$ cat src/rtl/core/ufcd_pkg.sv
`timescale 1ns / 1ps
// ----------------------------------------------------------------------------
// ufcd_pkg: shared types and constants for the union-find cycle detector
// Control word layout, step addresses of the control program, condition
// codes and the status bundle that the datapath returns to the sequencer.
// ----------------------------------------------------------------------------
package ufcd_pkg;

  localparam int RANK_W = 4;
  localparam logic [RANK_W-1:0] RANK_MAX = 4'd15;
  localparam int NODE_W = 10;
  localparam int COUNT_W = 11;
  localparam logic [COUNT_W-1:0] NODE_COUNT_RESET = 11'd1024;
  localparam int UPC_W = 5;

  localparam logic OPC_ADD = 1'b0;
  localparam logic OPC_CLEAR = 1'b1;

  // Step addresses of the control program.
  localparam logic [UPC_W-1:0] STEP_INIT     = 5'd0;
  localparam logic [UPC_W-1:0] STEP_IDLE     = 5'd1;
  localparam logic [UPC_W-1:0] STEP_DISPATCH = 5'd2;
  localparam logic [UPC_W-1:0] STEP_START_A  = 5'd3;
  localparam logic [UPC_W-1:0] STEP_WALK_RD  = 5'd4;
  localparam logic [UPC_W-1:0] STEP_WALK     = 5'd5;
  localparam logic [UPC_W-1:0] STEP_COMP_CHK = 5'd6;
  localparam logic [UPC_W-1:0] STEP_COMPRESS = 5'd7;
  localparam logic [UPC_W-1:0] STEP_FIND_END = 5'd8;
  localparam logic [UPC_W-1:0] STEP_LOAD_B   = 5'd9;
  localparam logic [UPC_W-1:0] STEP_UNION    = 5'd10;
  localparam logic [UPC_W-1:0] STEP_LINK     = 5'd11;
  localparam logic [UPC_W-1:0] STEP_BUMP     = 5'd12;
  localparam logic [UPC_W-1:0] STEP_CYCLE    = 5'd13;
  localparam logic [UPC_W-1:0] STEP_CLEAR    = 5'd14;
  localparam logic [UPC_W-1:0] STEP_FINISH   = 5'd15;
  localparam logic [UPC_W-1:0] STEP_FIN_WAIT = 5'd16;

  typedef enum logic [3:0] {
    C_NEVER,
    C_ALWAYS,
    C_NO_FIRE,
    C_IS_CLEAR,
    C_OOR,
    C_PARENT_MOVES,
    C_CUR_IS_ROOT,
    C_SIDE_B,
    C_SAME_ROOT,
    C_NOT_TIE,
    C_CLR_MORE,
    C_OUT_FREE
  } cond_t;

  typedef enum logic [1:0] {
    RD_WALK,
    RD_CUR,
    RD_PARENT
  } rd_sel_t;

  typedef enum logic [2:0] {
    WR_NONE,
    WR_COMPRESS,
    WR_LINK,
    WR_BUMP,
    WR_CLEAR
  } wr_op_t;

  typedef enum logic [3:0] {
    OP_NONE,
    OP_LOAD_ITEM,
    OP_START_A,
    OP_WALK,
    OP_COMPRESS,
    OP_LOAD_B,
    OP_SET_CYCLE,
    OP_CLEAR_STEP,
    OP_RESULT
  } dp_op_t;

  typedef struct packed {
    logic             accept;
    rd_sel_t          rd_sel;
    wr_op_t           wr_op;
    dp_op_t           dp_op;
    cond_t            cond;
    logic [UPC_W-1:0] target;
  } ctrl_t;

  typedef struct packed {
    logic fire;
    logic is_clear;
    logic oor;
    logic parent_moves;
    logic cur_is_root;
    logic side_b;
    logic same_root;
    logic rank_tie;
    logic clr_more;
    logic out_free;
  } status_t;

  function automatic ctrl_t uword(input logic accept, input rd_sel_t rd_sel,
                                  input wr_op_t wr_op, input dp_op_t dp_op,
                                  input cond_t cond, input logic [UPC_W-1:0] target);
    ctrl_t w;
    w.accept = accept;
    w.rd_sel = rd_sel;
    w.wr_op  = wr_op;
    w.dp_op  = dp_op;
    w.cond   = cond;
    w.target = target;
    return w;
  endfunction

endpackage

$ cat src/rtl/core/ufcd_ucode_rom.sv
`timescale 1ns / 1ps
// ----------------------------------------------------------------------------
// ufcd_ucode_rom: control store of the union-find sequencer
// One control word per step: input handshake, forest read and write
// selects, datapath operation, branch condition and branch target.
// ----------------------------------------------------------------------------
module ufcd_ucode_rom (
  input  logic [ufcd_pkg::UPC_W-1:0] upc,
  output ufcd_pkg::ctrl_t            word
);
  import ufcd_pkg::*;

  always_comb begin
    unique case (upc)
      STEP_INIT:     word = uword(1'b0, RD_WALK, WR_CLEAR, OP_CLEAR_STEP, C_CLR_MORE, STEP_INIT);
      STEP_IDLE:     word = uword(1'b1, RD_WALK, WR_NONE, OP_LOAD_ITEM, C_NO_FIRE, STEP_IDLE);
      STEP_DISPATCH: word = uword(1'b0, RD_WALK, WR_NONE, OP_NONE, C_IS_CLEAR, STEP_CLEAR);
      STEP_START_A:  word = uword(1'b0, RD_WALK, WR_NONE, OP_START_A, C_OOR, STEP_FINISH);
      STEP_WALK_RD:  word = uword(1'b0, RD_WALK, WR_NONE, OP_NONE, C_NEVER, STEP_IDLE);
      STEP_WALK:     word = uword(1'b0, RD_PARENT, WR_NONE, OP_WALK, C_PARENT_MOVES, STEP_WALK);
      STEP_COMP_CHK: word = uword(1'b0, RD_CUR, WR_NONE, OP_NONE, C_CUR_IS_ROOT, STEP_FIND_END);
      STEP_COMPRESS: word = uword(1'b0, RD_PARENT, WR_COMPRESS, OP_COMPRESS, C_PARENT_MOVES,
                                  STEP_COMPRESS);
      STEP_FIND_END: word = uword(1'b0, RD_WALK, WR_NONE, OP_NONE, C_SIDE_B, STEP_UNION);
      STEP_LOAD_B:   word = uword(1'b0, RD_WALK, WR_NONE, OP_LOAD_B, C_ALWAYS, STEP_WALK_RD);
      STEP_UNION:    word = uword(1'b0, RD_WALK, WR_NONE, OP_NONE, C_SAME_ROOT, STEP_CYCLE);
      STEP_LINK:     word = uword(1'b0, RD_WALK, WR_LINK, OP_NONE, C_NOT_TIE, STEP_FINISH);
      STEP_BUMP:     word = uword(1'b0, RD_WALK, WR_BUMP, OP_NONE, C_ALWAYS, STEP_FINISH);
      STEP_CYCLE:    word = uword(1'b0, RD_WALK, WR_NONE, OP_SET_CYCLE, C_ALWAYS, STEP_FINISH);
      STEP_CLEAR:    word = uword(1'b0, RD_WALK, WR_CLEAR, OP_CLEAR_STEP, C_CLR_MORE, STEP_CLEAR);
      STEP_FINISH:   word = uword(1'b0, RD_WALK, WR_NONE, OP_RESULT, C_OUT_FREE, STEP_IDLE);
      STEP_FIN_WAIT: word = uword(1'b0, RD_WALK, WR_NONE, OP_NONE, C_ALWAYS, STEP_FINISH);
      default:       word = uword(1'b0, RD_WALK, WR_NONE, OP_NONE, C_ALWAYS, STEP_IDLE);
    endcase
  end

endmodule

$ cat src/rtl/core/ufcd_sequencer.sv
`timescale 1ns / 1ps
// ----------------------------------------------------------------------------
// ufcd_sequencer: step counter and branch logic
// Holds the step counter, evaluates the branch condition of the current
// control word against datapath status and picks the next step.
// ----------------------------------------------------------------------------
module ufcd_sequencer (
  input  logic              clk,
  input  logic              rst,
  input  ufcd_pkg::status_t status,
  output ufcd_pkg::ctrl_t   ctrl
);
  import ufcd_pkg::*;

  logic [UPC_W-1:0] upc;
  logic [UPC_W-1:0] upc_next;
  logic             cond_met;

  ufcd_ucode_rom u_rom (
    .upc  (upc),
    .word (ctrl)
  );

  always_comb begin
    unique case (ctrl.cond)
      C_NEVER:        cond_met = 1'b0;
      C_ALWAYS:       cond_met = 1'b1;
      C_NO_FIRE:      cond_met = !status.fire;
      C_IS_CLEAR:     cond_met = status.is_clear;
      C_OOR:          cond_met = status.oor;
      C_PARENT_MOVES: cond_met = status.parent_moves;
      C_CUR_IS_ROOT:  cond_met = status.cur_is_root;
      C_SIDE_B:       cond_met = status.side_b;
      C_SAME_ROOT:    cond_met = status.same_root;
      C_NOT_TIE:      cond_met = !status.rank_tie;
      C_CLR_MORE:     cond_met = status.clr_more;
      C_OUT_FREE:     cond_met = status.out_free;
      default:        cond_met = 1'b0;
    endcase
    upc_next = cond_met ? ctrl.target : upc + 1'b1;
  end

  always_ff @(posedge clk) begin
    if (rst) begin
      upc <= STEP_INIT;
    end else begin
      upc <= upc_next;
    end
  end

endmodule

$ cat config.mk
export PLATFORM = sky130hd
export DESIGN_NAME = ufcd_sequencer
export DESIGN_NICKNAME = d
export VERILOG_FILES = /design/src/rtl/core/ufcd_pkg.sv /design/src/rtl/core/ufcd_ucode_rom.sv /design/src/rtl/core/ufcd_sequencer.sv
export SDC_FILE = /design/constraint.sdc
export NUM_CORES = 1
export LEC_CHECK = 0
export BUFFER_PORTS_ARGS = -buffer_cell sky130_fd_sc_hd__buf_2
export CAP_MARGIN = 20
export CORE_UTILIZATION = 40
export DETAILED_ROUTE_END_ITERATION = 8
export GPL_TIMING_DRIVEN = 0
export RECOVER_POWER = 25
export SYNTH_ARGS = -nofsm -noshare
export SYNTH_HDL_FRONTEND = slang
export SYNTH_SLANG_ARGS = --single-unit
$ cat constraint.sdc
create_clock -name clk -period 5.3 [get_ports clk]
set_clock_uncertainty 0.15 [all_clocks]
set_input_delay 1.06 -clock clk [delete_from_list [all_inputs] [get_ports clk]]
set_output_delay 1.06 -clock clk [all_outputs]
set_load 0.005 [all_outputs]
==> impl_metrics.xml, run 1 <==
<?xml version="1.0" encoding="UTF-8"?>
<metrics>
  <group name="global_routing">
    <metric name="gr-total-overflow" unit="">0</metric>
    <metric name="number_of_antenna_violations_at_the_first_check_in_global_routing" unit="">0</metric>
    <metric name="first_pass_grt_wire_length" unit="um">4720</metric>
    <metric name="groute.usage.overall" unit="">0.182</metric>
    <metric name="maximum_number_of_pins_on_one_net_before_global_route_repair" unit="">14</metric>
    <metric name="via_count_of_the_first_global_routing_pass" unit="">1080</metric>
  </group>
  <group name="cts">
    <metric name="cts.clk_slew.worst_paths" unit="ns">0.12</metric>
    <metric name="cts_made_buffers" unit="">3</metric>
    <metric name="cts_setup_buffers" unit="">0</metric>
    <metric name="cts_resized" unit="">0</metric>
    <metric name="ctsHoldBuffers" unit="">0</metric>
    <metric name="h-tree-depth" unit="">1</metric>
    <metric name="cts_tree" unit="">done</metric>
    <metric name="cts.sinks" unit="">23</metric>
    <metric name="clk_path_buf_depth" unit="">2</metric>
    <metric name="clkLatencyLatePin" unit="ns">0.32</metric>
    <metric name="clk_root_buffer_cell" unit="">clkbuf_4</metric>
  </group>
  <group name="timing">
    <metric name="period_needed" unit="ns">3.84</metric>
    <metric name="report.final.slew_viol_count" unit="">0</metric>
    <metric name="max_freq" unit="GHz">0.261</metric>
    <metric name="share_of_the_clock_period_used_by_the_worst_path_after_layout" unit="">0.724</metric>
    <metric name="setup_violations" unit="">0</metric>
    <metric name="fin_setup_tns" unit="ns">0</metric>
    <metric name="grt_setup_unrepaired" unit="">no</metric>
    <metric name="tightestPinTransition" unit="ns">0.498</metric>
    <metric name="timing.slew.headroom" unit="">0.666</metric>
    <metric name="hold_viol" unit="">0</metric>
    <metric name="setup_slack" unit="ns">1.46</metric>
  </group>
  <group name="worst_setup_path">
    <metric name="timing.critical_path.mode_cell" unit="">nor2_1</metric>
    <metric name="worst-path-max-fanout" unit="">9</metric>
    <metric name="crit_slowest_cell" unit="">a21oi_2</metric>
    <metric name="worst_ep_required_time" unit="ns">5.36</metric>
    <metric name="cp_num_buf_inv" unit="">2</metric>
    <metric name="cp-end-kind" unit="">flop</metric>
    <metric name="criticalPathCategory" unit="">primary input to flop</metric>
    <metric name="crit_family" unit="">compound AO/OA/AOI/OAI gates</metric>
    <metric name="cp-start-kind" unit="">primary input</metric>
    <metric name="list_of_cells_traversed_by_the_critical_path" unit="">buf_2 &gt; nor2b_1 &gt; o32a_1 &gt; a31oi_1 &gt; nand2_1 &gt; a21oi_2 &gt; inv_1 &gt; ha_1 &gt; mux2i_1 &gt; nor2_1 &gt; a21oi_1 &gt; nor2_1 &gt; a211o_1</metric>
    <metric name="cp.arrival" unit="ns">3.90</metric>
    <metric name="critical-path-max-stage-delay" unit="ns">0.45</metric>
  </group>
  <group name="power">
    <metric name="power.net_switching" unit="uW">412</metric>
    <metric name="power.share.combinational" unit="">0.620</metric>
    <metric name="peakVddDrop" unit="V">0.000266</metric>
    <metric name="power_switching_share" unit="">0.446</metric>
    <metric name="leak" unit="uW">0.000694</metric>
    <metric name="power.clock.fraction" unit="">0.088</metric>
    <metric name="internal_power" unit="uW">513</metric>
    <metric name="powerDensity" unit="nW/um^2">609</metric>
    <metric name="pwr-share-seq" unit="">0.292</metric>
  </group>
  <group name="synthesis">
    <metric name="post_synth_inst_count" unit="">143</metric>
    <metric name="synthArstFlopShare" unit="">0</metric>
    <metric name="syn-num-nets" unit="">166</metric>
    <metric name="synth.avg_cell_area" unit="sq um">9.08</metric>
    <metric name="synth_cell_type_count" unit="">45</metric>
    <metric name="netlist_area" unit="sq um">1300</metric>
    <metric name="postSynthRegisterBits" unit="">23</metric>
    <metric name="post_synth_most_frequent_cells" unit="">dfxtp_1, nand2_1, a21oi_1, ha_1, nor2_1</metric>
    <metric name="synth_top_area_frac" unit="">0.355</metric>
    <metric name="netlist_top_cells_area" unit="">dfxtp_1, ha_1, a21oi_1</metric>
    <metric name="ys_warn_count" unit="">0</metric>
    <metric name="synth_seq_area_share" unit="">0.355</metric>
    <metric name="yosysMostFrequentCell" unit="">dfxtp_1</metric>
    <metric name="synthFlopType" unit="">dfxtp_1</metric>
    <metric name="synth_edf_count" unit="">0</metric>
    <metric name="synth_area_leader_cell" unit="">dfxtp_1</metric>
  </group>
  <group name="floorplan">
    <metric name="start_util" unit="">0.422</metric>
    <metric name="die_y" unit="um">59.0</metric>
    <metric name="std_cell_rows" unit="">20</metric>
    <metric name="width_of_the_die" unit="um">59.0</metric>
    <metric name="core" unit="sq um">3080</metric>
    <metric name="fp.dieArea" unit="sq um">3480</metric>
    <metric name="num_io_pins" unit="">31</metric>
  </group>
  <group name="drt">
    <metric name="wl_per_cell" unit="um">12.9</metric>
    <metric name="detail_route.drc_violations" unit="">0</metric>
    <metric name="drt-initial-drc-count" unit="">32</metric>
    <metric name="dr_total_vias" unit="">1141</metric>
    <metric name="first_pass_iters" unit="">4</metric>
    <metric name="wl" unit="um">2830</metric>
    <metric name="routed_via_density" unit="">5.21</metric>
    <metric name="antenna_left" unit="">0</metric>
  </group>
  <group name="run_status">
    <metric name="run_status" unit="">finished clean</metric>
  </group>
  <group name="placement">
    <metric name="globalplace.congestion" unit="">0.868</metric>
    <metric name="placed_cells" unit="">215</metric>
    <metric name="place_hpwl" unit="um">2130</metric>
    <metric name="port-buffer-count" unit="">28</metric>
    <metric name="dp_slack" unit="ns">1.16</metric>
  </group>
  <group name="min_path">
    <metric name="timing.hold.worst.class" unit="">flop to flop</metric>
  </group>
  <group name="finish">
    <metric name="insertedDiodeCount" unit="">0</metric>
    <metric name="areaGrowthSynthToFinish" unit="%">17.0</metric>
    <metric name="nets" unit="">199</metric>
    <metric name="fillCellCount" unit="">313</metric>
    <metric name="drive_gt1_frac" unit="">0.246</metric>
    <metric name="layoutNonFillerInstCount" unit="">219</metric>
  </group>
  <group name="run">
    <metric name="drv_cap" unit="">0</metric>
  </group>
</metrics>
[cell families (layout without fill, tap and decap cells)]
group,count (synthesis),after routing,share of synthesized area
other cells,1,1,0.00289
fa+ha+maj,11,11,0.106
mux,7,7,0.0732
xor+xnor,3,3,0.0202
flops,23,23,0.355
simple gates,50,50,0.194
buf+inv,14,46,0.0549
compound gates,34,34,0.195
[worst paths after layout]
check / startpoint / endpoint / slack [ns] / depth (start not counted)
min: u_rom.word[0] / upc[0] / 0.37 / 2
max: status[2] / u_rom.word[3] / 1.46 / 13
min reg2reg: u_rom.word[0] / upc[0] / 0.37 / 2
max reg2reg: u_rom.word[7] / u_rom.word[3] / 1.81 / 14
[power groups by stage]
stage | combinational [uW] | clock [uW] | sequential, uW
6_report | 574 | 81.5 | 270
5_1_grt | 640 | 92.0 | 276
4_1_cts | 574 | 82.6 | 270
3_5_place_dp | 570 | 0 | 274
3_3_place_gp | 565 | 0 | 271
2_1_floorplan | 424 | 0 | 274
[per-stage QoR]
stage / instance area, sq um / utilization / hold slack [ns] / total power [uW]
after detailed placement: 1490 / 0.485 / 0.354 / 844
final: 1520 / 0.493 / 0.374 / 925
after global routing: 1520 / 0.493 / 0.420 / 1010
after global placement: 1490 / 0.485 / 0.345 / 836
after floorplan: 1300 / - / 0.341 / 698
after CTS: 1520 / 0.494 / 0.372 / 927
[area by class of cell]
type,count,area [sq um],share of cell area
Clock inverter,1,5.00,0.00329
Clock buffer,3,22.5,0.0148
Sequential cell,23,460,0.303
Multi-Input combinational cell,106,767,0.505
Timing Repair Buffer,28,138,0.0906
Inverter,7,28.8,0.0189
Tap cell,44,55.1,0.0362
Buffer,7,42.5,0.0280
[flip-flops by register name, indices dropped and copies added (netlist names)]
signal	cells
u_rom.word	18
upc	5
[metal layers]
layer  wire length, um  up-vias  global-route usage  part of all wire
met5                 0        -                   0                 0
met4                40        0              0.0816             0.014
met3               161        4              0.0240             0.057
met2              1330       39               0.321              0.47
met1              1290      527               0.218              0.46
li1                  -      571                   -                 -
[worst reg2reg max path, cell delays in order, from the launching register on]
cell and delay [ns]:
dfxtp_1 0.34, inv_1 0.08, ha_1 0.17, nand2_1 0.05, o32a_1 0.33, a31oi_1 0.40
nand2_1 0.16, a21oi_2 0.45, inv_1 0.22, ha_1 0.34, mux2i_1 0.15, nor2_1 0.05
a21oi_1 0.16, nor2_1 0.06, a211o_1 0.27
[layout by cell type, fill, tap and decap left out, types with 2 or more instances in the layout]
| master | n |
|---|---|
| buf_2 | 27 |
| clkbuf_1 | 5 |
| buf_4 | 2 |
| nor3_1 | 4 |
| inv_1 | 6 |
| a211o_1 | 2 |
| ha_1 | 11 |
| xor2_1 | 2 |
| dfxtp_1 | 23 |
| nand2_1 | 13 |
| nand3_1 | 3 |
| nand2b_1 | 7 |
| nor2b_1 | 4 |
| nor2_1 | 10 |
| a21oi_1 | 11 |
| clkbuf_4 | 3 |
| o21ai_0 | 2 |
| a31oi_1 | 5 |
| mux2i_1 | 5 |
| a311oi_1 | 3 |
No activity file was read; power rests on OpenSTA's default activity.
==> run 2: changes to the inputs <==
==> constraint.sdc (replaced) <==
create_clock -name clk -period 3.1 [get_ports clk]
set_clock_uncertainty 0.15 [all_clocks]
set_input_delay 0.62 -clock clk [delete_from_list [all_inputs] [get_ports clk]]
set_output_delay 0.62 -clock clk [all_outputs]
set_load 0.005 [all_outputs]
==> run 2 against run 1 <==
Register-to-register slack lost 1.6 ns. Worst setup slack lost 1.3 ns. Count of clock-buffer cells in the layout grew 1. Via count grew 3.5%. Die area is the same. Largest cell class unchanged. Highest routed layer unchanged. Final area grew 6.3%. Critical path depth grew 1. Sequential power grew 72%. Final cell count grew 2.3%. Combinational power grew 97%. Routed wire length grew 5.2%.
==> impl_metrics.xml, run 2 (synthesis results as in run 1) <==
<?xml version="1.0" encoding="UTF-8"?>
<metrics>
  <group name="run_status">
    <metric name="run_status" unit="">finished clean</metric>
  </group>
  <group name="global_routing">
    <metric name="gr-total-overflow" unit="">0</metric>
    <metric name="groute.usage.overall" unit="">0.181</metric>
    <metric name="number_of_antenna_violations_at_the_first_check_in_global_routing" unit="">0</metric>
    <metric name="first_pass_grt_wire_length" unit="um">4740</metric>
    <metric name="via_count_of_the_first_global_routing_pass" unit="">1093</metric>
    <metric name="maximum_number_of_pins_on_one_net_before_global_route_repair" unit="">13</metric>
  </group>
  <group name="worst_setup_path">
    <metric name="cp_num_buf_inv" unit="">2</metric>
    <metric name="cp-end-kind" unit="">flop</metric>
    <metric name="worst-path-max-fanout" unit="">8</metric>
    <metric name="crit_slowest_cell" unit="">o32a_1</metric>
    <metric name="setup.worst_path.start" unit="">u_rom.word[7]</metric>
    <metric name="worstReg2RegStart" unit="">u_rom.word[7]</metric>
    <metric name="crit_family" unit="">compound AO/OA/AOI/OAI gates</metric>
    <metric name="critical-path-max-stage-delay" unit="ns">0.40</metric>
    <metric name="cp-start-kind" unit="">flop</metric>
    <metric name="cp.arrival" unit="ns">2.99</metric>
    <metric name="worst_ep_required_time" unit="ns">3.17</metric>
    <metric name="criticalPathCategory" unit="">flop to flop</metric>
    <metric name="list_of_cells_traversed_by_the_critical_path" unit="">inv_1 &gt; ha_1 &gt; nand2_1 &gt; o32a_1 &gt; a31o_4 &gt; mux2i_1 &gt; or2_1 &gt; buf_6 &gt; ha_4 &gt; mux2i_1 &gt; nor2_1 &gt; a21oi_2 &gt; nor2_1 &gt; a211o_1</metric>
  </group>
  <group name="finish">
    <metric name="layout.cells.most_common" unit="">buf_2</metric>
    <metric name="layout_common_cells" unit="">buf_2, dfxtp_1, nand2_1</metric>
    <metric name="nets" unit="">204</metric>
    <metric name="areaGrowthSynthToFinish" unit="%">24.3</metric>
    <metric name="fillCellCount" unit="">308</metric>
    <metric name="postLayoutCellArea" unit="sq um">1610</metric>
    <metric name="insertedDiodeCount" unit="">0</metric>
    <metric name="largest_register_ffs" unit="">18</metric>
    <metric name="drive_gt1_frac" unit="">0.306</metric>
    <metric name="layout.core_utilization" unit="">0.524</metric>
  </group>
  <group name="min_path">
    <metric name="hold_start" unit="">u_rom.word[0]</metric>
    <metric name="timing.hold.worst.class" unit="">flop to flop</metric>
  </group>
  <group name="drt">
    <metric name="dr_total_vias" unit="">1181</metric>
    <metric name="drt-initial-drc-count" unit="">54</metric>
    <metric name="detail_route.drc_violations" unit="">0</metric>
    <metric name="wl" unit="um">2970</metric>
    <metric name="wl_per_cell" unit="um">13.3</metric>
    <metric name="antenna_left" unit="">0</metric>
    <metric name="first_pass_iters" unit="">4</metric>
    <metric name="routed_via_density" unit="">5.27</metric>
  </group>
  <group name="cts">
    <metric name="h-tree-depth" unit="">1</metric>
    <metric name="clkLatencyLatePin" unit="ns">0.31</metric>
    <metric name="cts.sinks" unit="">23</metric>
    <metric name="cts_made_buffers" unit="">3</metric>
    <metric name="clk_path_buf_depth" unit="">2</metric>
    <metric name="clk_root_buffer_cell" unit="">clkbuf_4</metric>
    <metric name="cts_tree" unit="">done</metric>
    <metric name="cts.clk_slew.worst_paths" unit="ns">0.12</metric>
    <metric name="ctsHoldBuffers" unit="">0</metric>
  </group>
  <group name="placement">
    <metric name="placedInstanceArea" unit="sq um">1500</metric>
    <metric name="port-buffer-count" unit="">28</metric>
    <metric name="globalplace.congestion" unit="">0.850</metric>
    <metric name="place_hpwl" unit="um">2170</metric>
    <metric name="dp_slack" unit="ns">-0.428</metric>
  </group>
  <group name="floorplan">
    <metric name="core" unit="sq um">3080</metric>
    <metric name="fp.dieArea" unit="sq um">3480</metric>
    <metric name="width_of_the_die" unit="um">59.0</metric>
    <metric name="die_y" unit="um">59.0</metric>
    <metric name="std_cell_rows" unit="">20</metric>
    <metric name="num_io_pins" unit="">31</metric>
    <metric name="start_util" unit="">0.422</metric>
  </group>
  <group name="timing">
    <metric name="report.final.slew_viol_count" unit="">0</metric>
    <metric name="setup_slack" unit="ns">0.179</metric>
    <metric name="period_needed" unit="ns">2.92</metric>
    <metric name="timing.slew.headroom" unit="">0.654</metric>
    <metric name="tightestPinTransition" unit="ns">0.519</metric>
    <metric name="max_freq" unit="GHz">0.342</metric>
    <metric name="share_of_the_clock_period_used_by_the_worst_path_after_layout" unit="">0.942</metric>
    <metric name="setup_violations" unit="">0</metric>
    <metric name="hold_viol" unit="">0</metric>
    <metric name="fin_setup_tns" unit="ns">0</metric>
  </group>
  <group name="power">
    <metric name="power.total" unit="uW">1740</metric>
    <metric name="leak" unit="uW">0.000723</metric>
    <metric name="powerDensity" unit="nW/um^2">1080</metric>
    <metric name="peakVddDrop" unit="V">0.000560</metric>
  </group>
  <group name="run">
    <metric name="drv_cap" unit="">0</metric>
  </group>
</metrics>
==> run 2: cell types whose count changed in the layout (fill, tap and decap cells not counted), sizes merged <==
cell / before / now
clkinv: 1 / 0
buf: 30 / 36
==> run 2: metal layers <==
metal	track usage	vias up	part of all wire
met3	0.0240	6	0.051
met1	0.230	555	0.45
met2	0.310	42	0.48
met4	0.0714	0	0.018
li1	-	578	-
met5	0	-	0
==> run 2: what timing repair did <==
action,4_1_cts,5_1_grt
buffers inserted,0,5
pin swaps,0,6
setup endpoints to repair,4,3
gates cloned,0,0
resized for setup,4,12
==> run 2: area by class of cell <==
type,count,area (sq um),share of cell area
flip-flops and latches,23,464,0.288
multi-input cells,106,815,0.505
plain buffers,7,50.0,0.0310
repair buffers,33,175,0.109
inverters,7,28.8,0.0178
well taps,44,55.1,0.0341
clock buffers,4,26.3,0.0163
==> run 2: final timing paths <==
| path | to | slack (ns) | cells after the start |
|---|---|---|---|
| min | upc[0] | 0.43 | 2 |
| min reg2reg | upc[0] | 0.43 | 2 |
| max | u_rom.word[3] | 0.18 | 14 |
| max reg2reg | u_rom.word[3] | 0.18 | 14 |
==> run 2: report_power, final <==
group	total, uW	switching, uW	internal [uW]
sequential	465	59.9	405
combinational	1130	612	523
clock	139	89.0	50.3
total	1740	761	979
==> run 2: worst register-to-register path: cells and delay by family (launching register included) <==
kind	cells	cell delay [ns]
DFF	1	0.35
muxes	2	0.25
and+or+nand+nor	4	0.43
adders and majority gates	2	0.34
AOI/OAI and AO/OA	4	1.09
buffers and inverters	2	0.23
==> run 2: per-stage QoR <==
step | std cells | hold slack, ns
after floorplan | 143 | 0.382
after global placement | 215 | 0.388
after detailed placement | 215 | 0.404
after CTS | 219 | 0.422
after global routing | 224 | 0.480
final | 224 | 0.427
==> run 3: changes to the inputs <==
==> constraint.sdc (replaced) <==
create_clock -name clk -period 3.1 [get_ports clk]
set_clock_uncertainty 0.15 [all_clocks]
set_input_delay 0.62 -clock clk [delete_from_list [all_inputs] [get_ports clk]]
set_output_delay 0.62 -clock clk [all_outputs]
set_load 0.01 [all_outputs]
==> run 3 against run 2 <==
Sequential power barely moved. Utilization shrank 0.33 points. Worst hold slack about the same. Final cell count stayed put. Register-to-register slack is essentially flat. Count of clock-buffer cells in the layout unchanged. Highest routed layer unchanged. Final area down 0.62%. Power grew 1.3%. Fmax barely moved.
==> impl_metrics.xml, run 3 (synthesis results as in run 1) <==
<?xml version="1.0" encoding="UTF-8"?>
<metrics>
  <group name="run_status">
    <metric name="run_status" unit="">finished clean</metric>
  </group>
  <group name="timing">
    <metric name="max_freq" unit="GHz">0.342</metric>
    <metric name="hold_viol" unit="">0</metric>
    <metric name="period_needed" unit="ns">2.92</metric>
    <metric name="setup_violations" unit="">0</metric>
    <metric name="timing.slew.headroom" unit="">0.654</metric>
    <metric name="share_of_the_clock_period_used_by_the_worst_path_after_layout" unit="">0.943</metric>
    <metric name="fin_setup_tns" unit="ns">0</metric>
    <metric name="tightestPinTransition" unit="ns">0.519</metric>
    <metric name="report.final.slew_viol_count" unit="">0</metric>
    <metric name="whs" unit="ns">0.427</metric>
  </group>
  <group name="finish">
    <metric name="largest_register_ffs" unit="">18</metric>
    <metric name="layout.core_utilization" unit="">0.521</metric>
    <metric name="areaGrowthSynthToFinish" unit="%">23.5</metric>
    <metric name="drive_gt1_frac" unit="">0.261</metric>
    <metric name="layout_common_cells" unit="">dfxtp_1, buf_2, clkbuf_1, nand2_1</metric>
    <metric name="nets" unit="">204</metric>
    <metric name="layout.cells.most_common" unit="">dfxtp_1</metric>
    <metric name="insertedDiodeCount" unit="">0</metric>
    <metric name="postLayoutCellArea" unit="sq um">1600</metric>
  </group>
  <group name="global_routing">
    <metric name="first_pass_grt_wire_length" unit="um">4740</metric>
    <metric name="gr-total-overflow" unit="">0</metric>
    <metric name="via_count_of_the_first_global_routing_pass" unit="">1093</metric>
    <metric name="groute.usage.overall" unit="">0.181</metric>
    <metric name="number_of_antenna_violations_at_the_first_check_in_global_routing" unit="">0</metric>
    <metric name="maximum_number_of_pins_on_one_net_before_global_route_repair" unit="">13</metric>
  </group>
  <group name="placement">
    <metric name="port-buffer-count" unit="">28</metric>
    <metric name="place_hpwl" unit="um">2170</metric>
    <metric name="placedInstanceArea" unit="sq um">1500</metric>
    <metric name="globalplace.congestion" unit="">0.850</metric>
  </group>
  <group name="cts">
    <metric name="cts.sinks" unit="">23</metric>
    <metric name="cts_tree" unit="">done</metric>
    <metric name="cts_made_buffers" unit="">3</metric>
    <metric name="clkLatencyLatePin" unit="ns">0.31</metric>
    <metric name="clk_path_buf_depth" unit="">2</metric>
    <metric name="clk_root_buffer_cell" unit="">clkbuf_4</metric>
    <metric name="cts.clk_slew.worst_paths" unit="ns">0.12</metric>
    <metric name="h-tree-depth" unit="">1</metric>
    <metric name="ctsHoldBuffers" unit="">0</metric>
  </group>
  <group name="worst_setup_path">
    <metric name="critical-path-max-stage-delay" unit="ns">0.40</metric>
    <metric name="cp.arrival" unit="ns">2.99</metric>
    <metric name="list_of_cells_traversed_by_the_critical_path" unit="">inv_1 &gt; ha_1 &gt; nand2_1 &gt; o32a_1 &gt; a31o_4 &gt; mux2i_1 &gt; or2_1 &gt; buf_6 &gt; ha_4 &gt; mux2i_1 &gt; nor2_1 &gt; a21oi_2 &gt; nor2_1 &gt; a211o_1</metric>
    <metric name="cp-start-kind" unit="">flop</metric>
    <metric name="worstReg2RegStart" unit="">u_rom.word[7]</metric>
    <metric name="cp-end-kind" unit="">flop</metric>
    <metric name="criticalPathCategory" unit="">flop to flop</metric>
    <metric name="crit_slowest_cell" unit="">o32a_1</metric>
    <metric name="worst-path-max-fanout" unit="">8</metric>
    <metric name="worst_ep_required_time" unit="ns">3.17</metric>
    <metric name="setup.worst_path.start" unit="">u_rom.word[7]</metric>
  </group>
  <group name="power">
    <metric name="leak" unit="uW">0.000695</metric>
    <metric name="peakVddDrop" unit="V">0.000563</metric>
    <metric name="powerDensity" unit="nW/um^2">1100</metric>
  </group>
  <group name="min_path">
    <metric name="timing.hold.worst.class" unit="">flop to flop</metric>
    <metric name="hold_start" unit="">u_rom.word[0]</metric>
  </group>
  <group name="drt">
    <metric name="drt-initial-drc-count" unit="">50</metric>
    <metric name="dr_total_vias" unit="">1178</metric>
    <metric name="first_pass_iters" unit="">4</metric>
    <metric name="wl_per_cell" unit="um">13.2</metric>
    <metric name="antenna_left" unit="">0</metric>
    <metric name="routed_via_density" unit="">5.26</metric>
    <metric name="wl" unit="um">2950</metric>
    <metric name="detail_route.drc_violations" unit="">0</metric>
  </group>
  <group name="floorplan">
    <metric name="width_of_the_die" unit="um">59.0</metric>
    <metric name="fp.dieArea" unit="sq um">3480</metric>
    <metric name="std_cell_rows" unit="">20</metric>
    <metric name="die_y" unit="um">59.0</metric>
    <metric name="core" unit="sq um">3080</metric>
    <metric name="start_util" unit="">0.422</metric>
    <metric name="num_io_pins" unit="">31</metric>
  </group>
  <group name="run">
    <metric name="drv_cap" unit="">0</metric>
  </group>
</metrics>
[run 3: area by class of cell]
cell class / count / area, sq um
fillers: 312 / 1470
multi-input cells: 106 / 815
flip-flops and latches: 23 / 464
repair buffers: 33 / 165
well taps: 44 / 55.1
plain buffers: 7 / 50.0
inverters: 7 / 28.8
clock buffers: 4 / 26.3
[run 3: layer usage]
layer / vias to the layer above / wire [um] / GRT usage
li1: 575 / - / -
met1: 553 / 1310 / 0.230
met2: 44 / 1430 / 0.310
met3: 6 / 155 / 0.0240
met4: 0 / 54 / 0.0714
met5: - / 0 / 0
[run 3: metrics by stage]
| stage | setup slack, ns | power, uW | std cells |
|---|---|---|---|
| 6_report | 0.178 | 1760 | 224 |
| 5_1_grt | -0.0322 | 1900 | 224 |
| 4_1_cts | 0.0148 | 1640 | 219 |
| 3_5_place_dp | -0.428 | 1480 | 215 |
| 3_3_place_gp | -0.411 | 1470 | 215 |
| 2_1_floorplan | 0.0341 | 1230 | 143 |
[run 3: repair_timing]
item,CTS,global route
resized for setup,4,12
setup endpoints to repair,4,3
setup buffers,0,5
pin swaps,0,6
cloned,0,0
[run 3: final timing paths]
path	to	slack, ns	cells after the start
hold reg to reg	upc[0]	0.43	2
setup reg to reg	u_rom.word[3]	0.18	14
setup / recovery	u_rom.word[3]	0.18	14
hold / removal	upc[0]	0.43	2
[run 3: critical path, delay by kind of cell, from the launching register on]
kind	cells	cell delay [ns]
simple gates	4	0.43
mux	2	0.25
flops	1	0.35
compound gates	4	1.09
buf+inv	2	0.23
fa+ha+maj	2	0.34
[run 3: where the power goes]
part           leakage (uW)  total [uW]  switching, uW  internal (uW)
clock network     0.0000150         140           89.9           50.3
logic              0.000490        1150            639            516
registers          0.000190         466           60.6            406
